==> config.mk <==
export PLATFORM = sky130hd
export DESIGN_NAME = afc_adpcm_decoder_flat
export DESIGN_NICKNAME = d
export VERILOG_FILES = /design/src/rtl/afc_pkg.sv /design/src/rtl/afc_if.sv /design/src/rtl/afc_mac.sv /design/src/rtl/afc_adpcm_decoder.sv /design/src/flat_wrapper.sv
export SDC_FILE = /design/constraint.sdc
export NUM_CORES = 2
export LEC_CHECK = 0
export ABC_AREA = 1
export BUFFER_PORTS_ARGS = -buffer_cell sky130_fd_sc_hd__buf_4
export CORE_MARGIN = 4
export CORE_UTILIZATION = 50
export DETAILED_ROUTE_END_ITERATION = 6
export HOLD_SLACK_MARGIN = 0.12
export PLACE_DENSITY = 0.69
export SLEW_MARGIN = 20
export SYNTH_ARGS = -nofsm -noshare
export SYNTH_HDL_FRONTEND = slang
export SYNTH_SLANG_ARGS = --single-unit
==> constraint.sdc <==
create_clock -name clk_i -period 13.1 [get_ports clk_i]
set_input_delay 2.62 -clock clk_i [delete_from_list [all_inputs] [get_ports clk_i]]
set_output_delay 2.62 -clock clk_i [all_outputs]
set_load 0.02 [all_outputs]
==> src/rtl/afc_pkg.sv <==
// Package for the AFC ADPCM decoder: types, codes, constants and the default predictor table.
`timescale 1ns / 1ps

package afc_pkg;

  // Predictor table depth
  localparam int unsigned TableEntries = 16;

  // Field widths fixed by the stream format
  localparam int unsigned SampleW = 16;
  localparam int unsigned CoefW   = 16;
  localparam int unsigned EntryW  = 32;
  localparam int unsigned ProdW   = 32;
  localparam int unsigned AccW    = 35;
  localparam int unsigned FracW   = 11;

  // Frame lengths in bytes, header included
  localparam logic [3:0] FrameLenNibble = 4'd9;
  localparam logic [3:0] FrameLenPair   = 4'd5;

  // Residual count per byte, less one
  localparam logic [1:0] LastIdxNibble = 2'd1;
  localparam logic [1:0] LastIdxPair   = 2'd3;

  typedef enum logic [1:0] {
    OP_STREAM  = 2'd0,
    OP_ENTRY   = 2'd1,
    OP_HISTORY = 2'd2,
    OP_RESTART = 2'd3
  } opcode_e;

  typedef enum logic [1:0] {
    ST_IDLE = 2'd0,
    ST_MUL0 = 2'd1,
    ST_MUL1 = 2'd2,
    ST_SUM  = 2'd3
  } state_e;

  // Controls for the shared multiply-accumulate unit
  typedef struct packed {
    logic mul_en;
    logic acc_load;
  } mac_ctrl_t;

  // Default AFC predictor pairs, c0 in the high half, c1 in the low half
  function automatic logic [EntryW-1:0] default_pair(input logic [3:0] idx);
    logic [EntryW-1:0] w;
    case (idx)
      4'd0:    w = 32'h0000_0000;
      4'd1:    w = 32'h0800_0000;
      4'd2:    w = 32'h0000_0800;
      4'd3:    w = 32'h0400_0400;
      4'd4:    w = 32'h1000_f800;
      4'd5:    w = 32'h0e00_fa00;
      4'd6:    w = 32'h0c00_fc00;
      4'd7:    w = 32'h1200_f600;
      4'd8:    w = 32'h1068_f738;
      4'd9:    w = 32'h12c0_f704;
      4'd10:   w = 32'h1400_f400;
      4'd11:   w = 32'h0800_f800;
      4'd12:   w = 32'h0400_fc00;
      4'd13:   w = 32'hfc00_0400;
      4'd14:   w = 32'hfc00_0000;
      4'd15:   w = 32'hf800_0000;
      default: w = 32'h0000_0000;
    endcase
    return w;
  endfunction

endpackage

==> src/rtl/afc_if.sv <==
// Handshake interfaces for the AFC ADPCM decoder: input, result and configuration words.
`timescale 1ns / 1ps

interface afc_in_if;
  logic        valid;
  logic        ready;
  logic [1:0]  opcode;
  logic [7:0]  stream_byte;
  logic [3:0]  entry_index;
  logic [31:0] entry_word;
  logic signed [15:0] history_newer;
  logic signed [15:0] history_older;

  modport source (output valid, opcode, stream_byte, entry_index, entry_word,
                  history_newer, history_older, input ready);
  modport sink   (input valid, opcode, stream_byte, entry_index, entry_word,
                  history_newer, history_older, output ready);
endinterface

interface afc_out_if;
  logic        valid;
  logic        ready;
  logic signed [15:0] sample;
  logic        run_last;

  modport source (output valid, sample, run_last, input ready);
  modport sink   (input valid, sample, run_last, output ready);
endinterface

interface afc_cfg_if;
  logic valid;
  logic ready;
  logic frame_format;

  modport source (output valid, frame_format, input ready);
  modport sink   (input valid, frame_format, output ready);
endinterface

==> src/rtl/afc_mac.sv <==
// Shared multiply-accumulate unit with Q11 rounding down and 16-bit saturation.
`timescale 1ns / 1ps

module afc_mac (
  input  logic                                    clk_i,
  input  logic                                    rst_ni,
  input  afc_pkg::mac_ctrl_t                      ctrl_i,
  input  logic signed [afc_pkg::CoefW-1:0]        coef_i,
  input  logic signed [afc_pkg::SampleW-1:0]      hist_i,
  input  logic signed [afc_pkg::AccW-1:0]         base_i,
  output logic signed [afc_pkg::SampleW-1:0]      sample_o
);

  localparam int unsigned QW = afc_pkg::AccW - afc_pkg::FracW;

  logic signed [afc_pkg::ProdW-1:0] prod_q, prod_d;
  logic signed [afc_pkg::AccW-1:0]  acc_q, acc_d;
  logic signed [afc_pkg::AccW-1:0]  sum;
  logic signed [QW-1:0]             quot;

  // Multiply into the product register
  assign prod_d = ctrl_i.mul_en ? coef_i * hist_i : prod_q;

  // Load the accumulator with the residual term plus the held product
  assign acc_d = ctrl_i.acc_load
               ? base_i + afc_pkg::AccW'(prod_q)
               : acc_q;

  always_ff @(posedge clk_i or negedge rst_ni) begin
    if (!rst_ni) begin
      prod_q <= '0;
      acc_q  <= '0;
    end else begin
      prod_q <= prod_d;
      acc_q  <= acc_d;
    end
  end

  // Final add, floor by arithmetic shift, then clamp
  assign sum  = acc_q + afc_pkg::AccW'(prod_q);
  assign quot = QW'(sum >>> afc_pkg::FracW);

  always_comb begin
    if (quot > QW'(32767)) begin
      sample_o = 16'sh7fff;
    end else if (quot < -QW'(32768)) begin
      sample_o = 16'sh8000;
    end else begin
      sample_o = afc_pkg::SampleW'(quot);
    end
  end

endmodule

==> src/rtl/afc_adpcm_decoder.sv <==
// Top level of the AFC ADPCM decoder: frame tracking, predictor table, sequencer and output word.
`timescale 1ns / 1ps

// Takes one word per handshake: a frame byte, a predictor table write, a history
// restore or a restart. A header byte, a table write, a history restore and a
// restart stay in the idle state. A residual byte yields two samples (9-byte
// frames) or four (5-byte frames); each sample passes MUL0, MUL1 and SUM on the
// one shared 16x16 multiplier and accumulator (c0 times y[n-1], c1 times y[n-2],
// then the sum and clamp). No new word is taken until the last sample of a byte
// is loaded; SUM waits while the sink stalls the output word. The last sample of
// a byte sits in the output register while the next word is taken. The
// configuration channel is always ready; write it only while the block is idle.
module afc_adpcm_decoder #(
  parameter int unsigned TABLE_ENTRIES = afc_pkg::TableEntries
) (
  input  logic       clk_i,
  input  logic       rst_ni,
  afc_in_if.sink     in_i,
  afc_cfg_if.sink    cfg_i,
  afc_out_if.source  out_o
);

  localparam int unsigned IdxW = $clog2(TABLE_ENTRIES);

  afc_pkg::state_e state_q, state_d;

  logic [afc_pkg::EntryW-1:0] table_q [TABLE_ENTRIES];
  logic signed [15:0] hist1_q, hist1_d, hist2_q, hist2_d;
  logic [3:0]  bif_q, bif_d, bif_inc;
  logic [7:0]  header_q, header_d;
  logic        fmt_q, fmt_d;
  logic        run_fmt_q, run_fmt_d;
  logic [7:0]  byte_q, byte_d;
  logic [1:0]  cnt_q, cnt_d;
  logic        out_valid_q, out_valid_d;
  logic signed [15:0] out_sample_q, out_sample_d;
  logic        out_last_q, out_last_d;

  logic        in_fire, slot_free, out_load, run_start;
  logic [3:0]  frame_len;
  logic [afc_pkg::EntryW-1:0] pair;
  logic signed [3:0]  residual;
  logic signed [afc_pkg::AccW-1:0] res_term;
  logic signed [afc_pkg::CoefW-1:0] coef;
  logic signed [15:0] hist_sel, mac_sample;
  afc_pkg::mac_ctrl_t mac_ctrl;

  assign in_fire   = in_i.valid && in_i.ready;
  assign slot_free = !out_valid_q || out_o.ready;
  assign run_start = in_fire && (afc_pkg::opcode_e'(in_i.opcode) == afc_pkg::OP_STREAM)
                     && (bif_q != 4'd0);

  // Next state
  always_comb begin
    state_d = state_q;
    case (state_q)
      afc_pkg::ST_IDLE: begin
        if (run_start) state_d = afc_pkg::ST_MUL0;
      end
      afc_pkg::ST_MUL0: state_d = afc_pkg::ST_MUL1;
      afc_pkg::ST_MUL1: state_d = afc_pkg::ST_SUM;
      afc_pkg::ST_SUM: begin
        if (slot_free) begin
          state_d = (cnt_q == 2'd0) ? afc_pkg::ST_IDLE : afc_pkg::ST_MUL0;
        end
      end
      default: state_d = afc_pkg::ST_IDLE;
    endcase
  end

  // Sequencer outputs
  always_comb begin
    in_i.ready      = 1'b0;
    mac_ctrl.mul_en   = 1'b0;
    mac_ctrl.acc_load = 1'b0;
    out_load        = 1'b0;
    coef            = pair[31:16];
    hist_sel        = hist1_q;
    case (state_q)
      afc_pkg::ST_IDLE: in_i.ready = 1'b1;
      afc_pkg::ST_MUL0: mac_ctrl.mul_en = 1'b1;
      afc_pkg::ST_MUL1: begin
        mac_ctrl.mul_en   = 1'b1;
        mac_ctrl.acc_load = 1'b1;
        coef              = pair[15:0];
        hist_sel          = hist2_q;
      end
      afc_pkg::ST_SUM:  out_load = slot_free;
      default: ;
    endcase
  end

  // Predictor pair and residual of the current step
  assign pair     = table_q[header_q[IdxW-1:0]];
  assign residual = run_fmt_q ? $signed({byte_q[7:6], 2'b00}) : $signed(byte_q[7:4]);
  assign res_term = afc_pkg::AccW'(residual) <<< (5'(header_q[7:4]) + 5'(afc_pkg::FracW));

  afc_mac u_mac (
    .clk_i    (clk_i),
    .rst_ni   (rst_ni),
    .ctrl_i   (mac_ctrl),
    .coef_i   (coef),
    .hist_i   (hist_sel),
    .base_i   (res_term),
    .sample_o (mac_sample)
  );

  assign frame_len = fmt_q ? afc_pkg::FrameLenPair : afc_pkg::FrameLenNibble;
  assign bif_inc   = bif_q + 4'd1;

  // Frame position, history, run control and output word
  always_comb begin
    fmt_d        = cfg_i.valid ? cfg_i.frame_format : fmt_q;
    bif_d        = bif_q;
    header_d     = header_q;
    hist1_d      = hist1_q;
    hist2_d      = hist2_q;
    run_fmt_d    = run_fmt_q;
    byte_d       = byte_q;
    cnt_d        = cnt_q;
    out_valid_d  = out_valid_q && !out_o.ready;
    out_sample_d = out_sample_q;
    out_last_d   = out_last_q;

    if (in_fire) begin
      case (afc_pkg::opcode_e'(in_i.opcode))
        afc_pkg::OP_STREAM: begin
          if (bif_q == 4'd0) begin
            header_d = in_i.stream_byte;
            bif_d    = 4'd1;
          end else begin
            byte_d    = in_i.stream_byte;
            run_fmt_d = fmt_q;
            cnt_d     = fmt_q ? afc_pkg::LastIdxPair : afc_pkg::LastIdxNibble;
            bif_d     = (bif_inc >= frame_len) ? 4'd0 : bif_inc;
          end
        end
        afc_pkg::OP_HISTORY: begin
          hist1_d = in_i.history_newer;
          hist2_d = in_i.history_older;
        end
        afc_pkg::OP_RESTART: begin
          hist1_d  = '0;
          hist2_d  = '0;
          bif_d    = '0;
          header_d = '0;
        end
        default: ;
      endcase
    end

    // Deliver a sample, advance the history and the residual
    if (out_load) begin
      out_valid_d  = 1'b1;
      out_sample_d = mac_sample;
      out_last_d   = (cnt_q == 2'd0);
      hist2_d      = hist1_q;
      hist1_d      = mac_sample;
      byte_d       = run_fmt_q ? {byte_q[5:0], 2'b00} : {byte_q[3:0], 4'b0000};
      cnt_d        = cnt_q - 2'd1;
    end
  end

  always_ff @(posedge clk_i or negedge rst_ni) begin
    if (!rst_ni) begin
      state_q     <= afc_pkg::ST_IDLE;
      hist1_q     <= '0;
      hist2_q     <= '0;
      bif_q       <= '0;
      header_q    <= '0;
      fmt_q       <= 1'b0;
      run_fmt_q   <= 1'b0;
      cnt_q       <= '0;
      out_valid_q <= 1'b0;
    end else begin
      state_q     <= state_d;
      hist1_q     <= hist1_d;
      hist2_q     <= hist2_d;
      bif_q       <= bif_d;
      header_q    <= header_d;
      fmt_q       <= fmt_d;
      run_fmt_q   <= run_fmt_d;
      cnt_q       <= cnt_d;
      out_valid_q <= out_valid_d;
    end
  end

  // Payload registers
  always_ff @(posedge clk_i) begin
    byte_q       <= byte_d;
    out_sample_q <= out_sample_d;
    out_last_q   <= out_last_d;
  end

  // Predictor table, reset to the default pairs
  always_ff @(posedge clk_i or negedge rst_ni) begin
    if (!rst_ni) begin
      for (int i = 0; i < TABLE_ENTRIES; i++) begin
        table_q[i] <= afc_pkg::default_pair(4'(i));
      end
    end else if (in_fire && (afc_pkg::opcode_e'(in_i.opcode) == afc_pkg::OP_ENTRY)) begin
      table_q[in_i.entry_index[IdxW-1:0]] <= in_i.entry_word;
    end
  end

  assign cfg_i.ready     = 1'b1;
  assign out_o.valid     = out_valid_q;
  assign out_o.sample    = out_sample_q;
  assign out_o.run_last  = out_last_q;

endmodule
==> src/flat_wrapper.sv <==
// flat-port wrapper written by rule: the top's interface ports become plain ports
module afc_adpcm_decoder_flat 
#(
  parameter int unsigned TABLE_ENTRIES = afc_pkg::TableEntries
)
  (clk_i, rst_ni, in_i_valid, in_i_opcode, in_i_stream_byte, in_i_entry_index, in_i_entry_word, in_i_history_newer, in_i_history_older, in_i_ready, cfg_i_valid, cfg_i_frame_format, cfg_i_ready, out_o_valid, out_o_sample, out_o_run_last, out_o_ready);
  afc_in_if in_i_i ();
  afc_cfg_if cfg_i_i ();
  afc_out_if out_o_i ();
  input  logic clk_i;
  input  logic rst_ni;
  input wire logic [$bits(in_i_i.valid)-1:0] in_i_valid;
  input wire logic [$bits(in_i_i.opcode)-1:0] in_i_opcode;
  input wire logic [$bits(in_i_i.stream_byte)-1:0] in_i_stream_byte;
  input wire logic [$bits(in_i_i.entry_index)-1:0] in_i_entry_index;
  input wire logic [$bits(in_i_i.entry_word)-1:0] in_i_entry_word;
  input wire logic [$bits(in_i_i.history_newer)-1:0] in_i_history_newer;
  input wire logic [$bits(in_i_i.history_older)-1:0] in_i_history_older;
  output wire logic [$bits(in_i_i.ready)-1:0] in_i_ready;
  input wire logic [$bits(cfg_i_i.valid)-1:0] cfg_i_valid;
  input wire logic [$bits(cfg_i_i.frame_format)-1:0] cfg_i_frame_format;
  output wire logic [$bits(cfg_i_i.ready)-1:0] cfg_i_ready;
  output wire logic [$bits(out_o_i.valid)-1:0] out_o_valid;
  output wire logic [$bits(out_o_i.sample)-1:0] out_o_sample;
  output wire logic [$bits(out_o_i.run_last)-1:0] out_o_run_last;
  input wire logic [$bits(out_o_i.ready)-1:0] out_o_ready;
  assign in_i_i.valid = in_i_valid;
  assign in_i_i.opcode = in_i_opcode;
  assign in_i_i.stream_byte = in_i_stream_byte;
  assign in_i_i.entry_index = in_i_entry_index;
  assign in_i_i.entry_word = in_i_entry_word;
  assign in_i_i.history_newer = in_i_history_newer;
  assign in_i_i.history_older = in_i_history_older;
  assign in_i_ready = in_i_i.ready;
  assign cfg_i_i.valid = cfg_i_valid;
  assign cfg_i_i.frame_format = cfg_i_frame_format;
  assign cfg_i_ready = cfg_i_i.ready;
  assign out_o_valid = out_o_i.valid;
  assign out_o_sample = out_o_i.sample;
  assign out_o_run_last = out_o_i.run_last;
  assign out_o_i.ready = out_o_ready;
  afc_adpcm_decoder #(.TABLE_ENTRIES(TABLE_ENTRIES)) u_core (.clk_i(clk_i), .rst_ni(rst_ni), .in_i(in_i_i), .cfg_i(cfg_i_i), .out_o(out_o_i));
endmodule
==> impl_metrics.csv <==
group,metric,value,unit
yosys,yosys.area.top_type,"dfrtp_1",
cells_and_area,num-nets-final,5770,
drt,drtIter0Drc,3256,
setup_path,cp_data_required_time,13.61,ns
yosys,synthFlopType,"dfrtp_1",
yosys,synth_edf_count,25,
floorplanning,core_area,85410,um2
hold_path,min_to,"u_core.table_q[452]",
sta,finalCriticalPeriod,8.915,ns
yosys,async_reset_ff_share,96.18,%
setup_path,arrival,9.42,ns
yosys,netlist_area,43150,um2
clocking,clk_latency,0.63,ns
setup_path,criticalPathCategory,"reg2reg",
cells_and_area,finalInstanceArea,47090,um2
clocking,postCtsHoldBufs,0,
cells_and_area,n_fill_cell,8020,
setup_path,cp_slowest_cell,"dfrtp_4",
drt,wire_per_inst,20.60,um
setup_path,slowest_delay,0.73,ns
sta,setup_ws,4.185,ns
yosys,syn_avg_cell_area,8.114,um2
hold_path,hold_depth,2,
yosys,yosysMostFrequentCell,"nand2_1",
sta,slew_violations,0,
drt,ant_nets,0,
sta,final-hold-violation-count,0,
setup_path,r2r-start,"u_core.header_q[0]",
clocking,numCtsBuffers,70,
clocking,cts_sinks,655,
floorplanning,die_h,301.8,um
setup_path,cpMostUsedCell,"fa_1",
yosys,ys_ff_latch,655,
setup_path,startpoint_type,"flop",
yosys,yosys_warnings,0,
clocking,cts-root-buf,"clkbuf_16",
placed_design,gp_congestion,0.9430,
sta,fin_setup_tns,0,ns
cells_and_area,area_delta_synth_final,9.143,%
yosys,synth.distinct_cells,59,
global_routing,grt_pass1_wl,208.7,mm
global_routing,grt_max_degree,225,
global_routing,antenna_found_initial,2,
placed_design,place_ws,4.372,ns
hold_path,hold_class,"reg2reg",
yosys,synth_top_area_share,30.80,%
global_routing,grt_overflow,0,
placed_design,placed_cell_area,44710,um2
clocking,cts_resized,0,
cells_and_area,drive_gt1_share,9.105,%
floorplanning,rows,107,
hold_path,min_from,"u_core.table_q[452]",
yosys,netlist_instances,5318,
sta,finalCritPeriodShare,68.05,%
clocking,cts_tree,"built",
sta,setup_viol,0,
placed_design,dpl.hpwl,89.14,mm
drt,via_count,36710,
drt,routed_wl,133.1,mm
run_status,status,"finished, violations left",
floorplanning,dieArea,91060,um2
placed_design,portBuffers,102,
clocking,clockBufferDepth,3,
sta,fmax,0.1122,GHz
yosys,seq_area_frac_synth,38.56,%
drt,drt-pass1-iter-count,7,
floorplanning,die-width,301.8,um
global_routing,grt_usage,29.37,%
setup_path,r2r_slack,4.18,ns
floorplanning,io_pins,104,
yosys,synthTopCellsByCount,"1128 x nand2_1, 897 x o21ai_0, 612 x nor2_1",
sta,rsz0062_at_grt,"no",
clocking,clk_pin_slew,0.06,ns
floorplanning,start_util,50.52,%
drt,viasPerCell,5.681,
sta,maxSlewHeadroom,26.36,%
global_routing,grt_pass1_vias,36030,
setup_path,reg2regPathDepth,29,
sta,clock_skew,0.04485,ns
run_status,violations,"DRC",
drt,route.detailed.drc,6,
sta,tightest_slew,1.105,ns
setup_path,cp_max_fo,70,
setup_path,end_kind,"flop",
clocking,postCtsSetupBuffers,0,
clocking,h-tree-depth,3,
yosys,synth_area_leaders,"dfrtp_1 31%, fa_1 12%, o21ai_0 10%",
flow_run,drv_cap,0,
setup_path,r2r_end,"u_core.u_mac.prod_q[27]",
area by class of cell:
class	instances	area, um2	area share [%]
Tap cell	1144	1431	3.039
Antenna cell	1	2.502	0.005314
Sequential cell	655	16650	35.35
Multi-Input combinational cell	3836	23390	49.66
Inverter	535	2016	4.280
Clock buffer	105	2046	4.344
Timing Repair Buffer	161	1229	2.609
Clock inverter	24	332.8	0.7067
critical path, delay by kind of cell (launching register included):
kind                       cells  cell delay (ns)
buffers and inverters          6             1.76
DFF                            1             0.73
and+or+nand+nor                9             1.21
adders and majority gates      7             3.25
AOI/OAI and AO/OA              7             1.70
per-layer routing:
metal	track usage (%)	share of wire, %
met5	0	0
met4	12.11	4.6
met3	3.431	6.2
met2	48.57	47
met1	39.63	42
state kept, by name (all words and copies together) (netlist names):
signal                 count
u_core.table_q           512
u_core.u_mac.acc_q        35
u_core.u_mac.prod_q       32
u_core.hist1_q            16
u_core.hist2_q            16
u_core.out_o.sample       16
u_core.byte_q              8
u_core.header_q            8
u_core.bif_q               4
u_core.cnt_q               2
u_core.state_q             2
u_core.fmt_q               1
u_core.out_o.run_last      1
u_core.out_o.valid         1
u_core.run_fmt_q           1
kinds of logic (layout without fill, tap and decap cells):
group | count (synthesis) | count (layout) | share of synthesized area (%)
XOR/XNOR | 67 | 67 | 1.403
AND/OR/NAND/NOR | 2024 | 2024 | 18.86
multiplexers | 2 | 2 | 0.04640
AO/OA/AOI/OAI | 1310 | 1310 | 16.71
flip-flops | 655 | 655 | 38.56
adder cells (fa/ha/maj) | 427 | 427 | 16.96
buffers and inverters | 831 | 825 | 7.435
other | 2 | 7 | 0.01740
metrics by stage:
step / utilization, % / hold WS, ns / cells
after global routing: 55.14 / 0.4901 / 6461
final: 55.14 / 0.4793 / 6461
after CTS: 55.13 / 0.4817 / 6460
after floorplan: - / 0.4478 / 5322
after global placement: 52.34 / 0.4606 / 6331
after detailed placement: 52.35 / 0.4676 / 6331
layout by cell type (no fill, tap or decap), drive strengths merged, types with 3 or more instances in the layout:
cell type / instances
dfrtp: 531
inv: 533
nor2: 623
o221ai: 92
nor3: 19
conb: 6
clkbuf: 105
o211ai: 28
o22ai: 38
o21bai: 15
nand3: 167
xor2: 34
edfxtp: 25
o21ai: 907
a21oi: 166
a22oi: 16
ha: 164
or2: 30
fa: 263
dfstp: 99
nand2: 1162
a21o: 11
a21boi: 3
buf: 161
o21a: 3
nor4: 4
nand4: 15
clkinv: 20
o31ai: 3
bufinv: 4
xnor2: 33
a31oi: 18
worst max-delay path by stage:
stage / from / end / slack [ns] / depth (start not counted)
floorplan: u_core.header_q[0] / u_core.u_mac.prod_q[26] / 6.42 / 28
global placement: u_core.header_q[0] / u_core.u_mac.prod_q[23] / 4.51 / 32
detailed placement: u_core.header_q[0] / u_core.u_mac.prod_q[26] / 4.37 / 27
CTS: u_core.header_q[0] / u_core.u_mac.prod_q[26] / 4.35 / 27
global route: u_core.header_q[0] / u_core.u_mac.prod_q[27] / 3.75 / 29
finish: u_core.header_q[0] / u_core.u_mac.prod_q[27] / 4.18 / 29
Power is left out: the tool's default activity adds up to more than one toggle a clock period on the data nets, which glitch-free logic cannot reach.
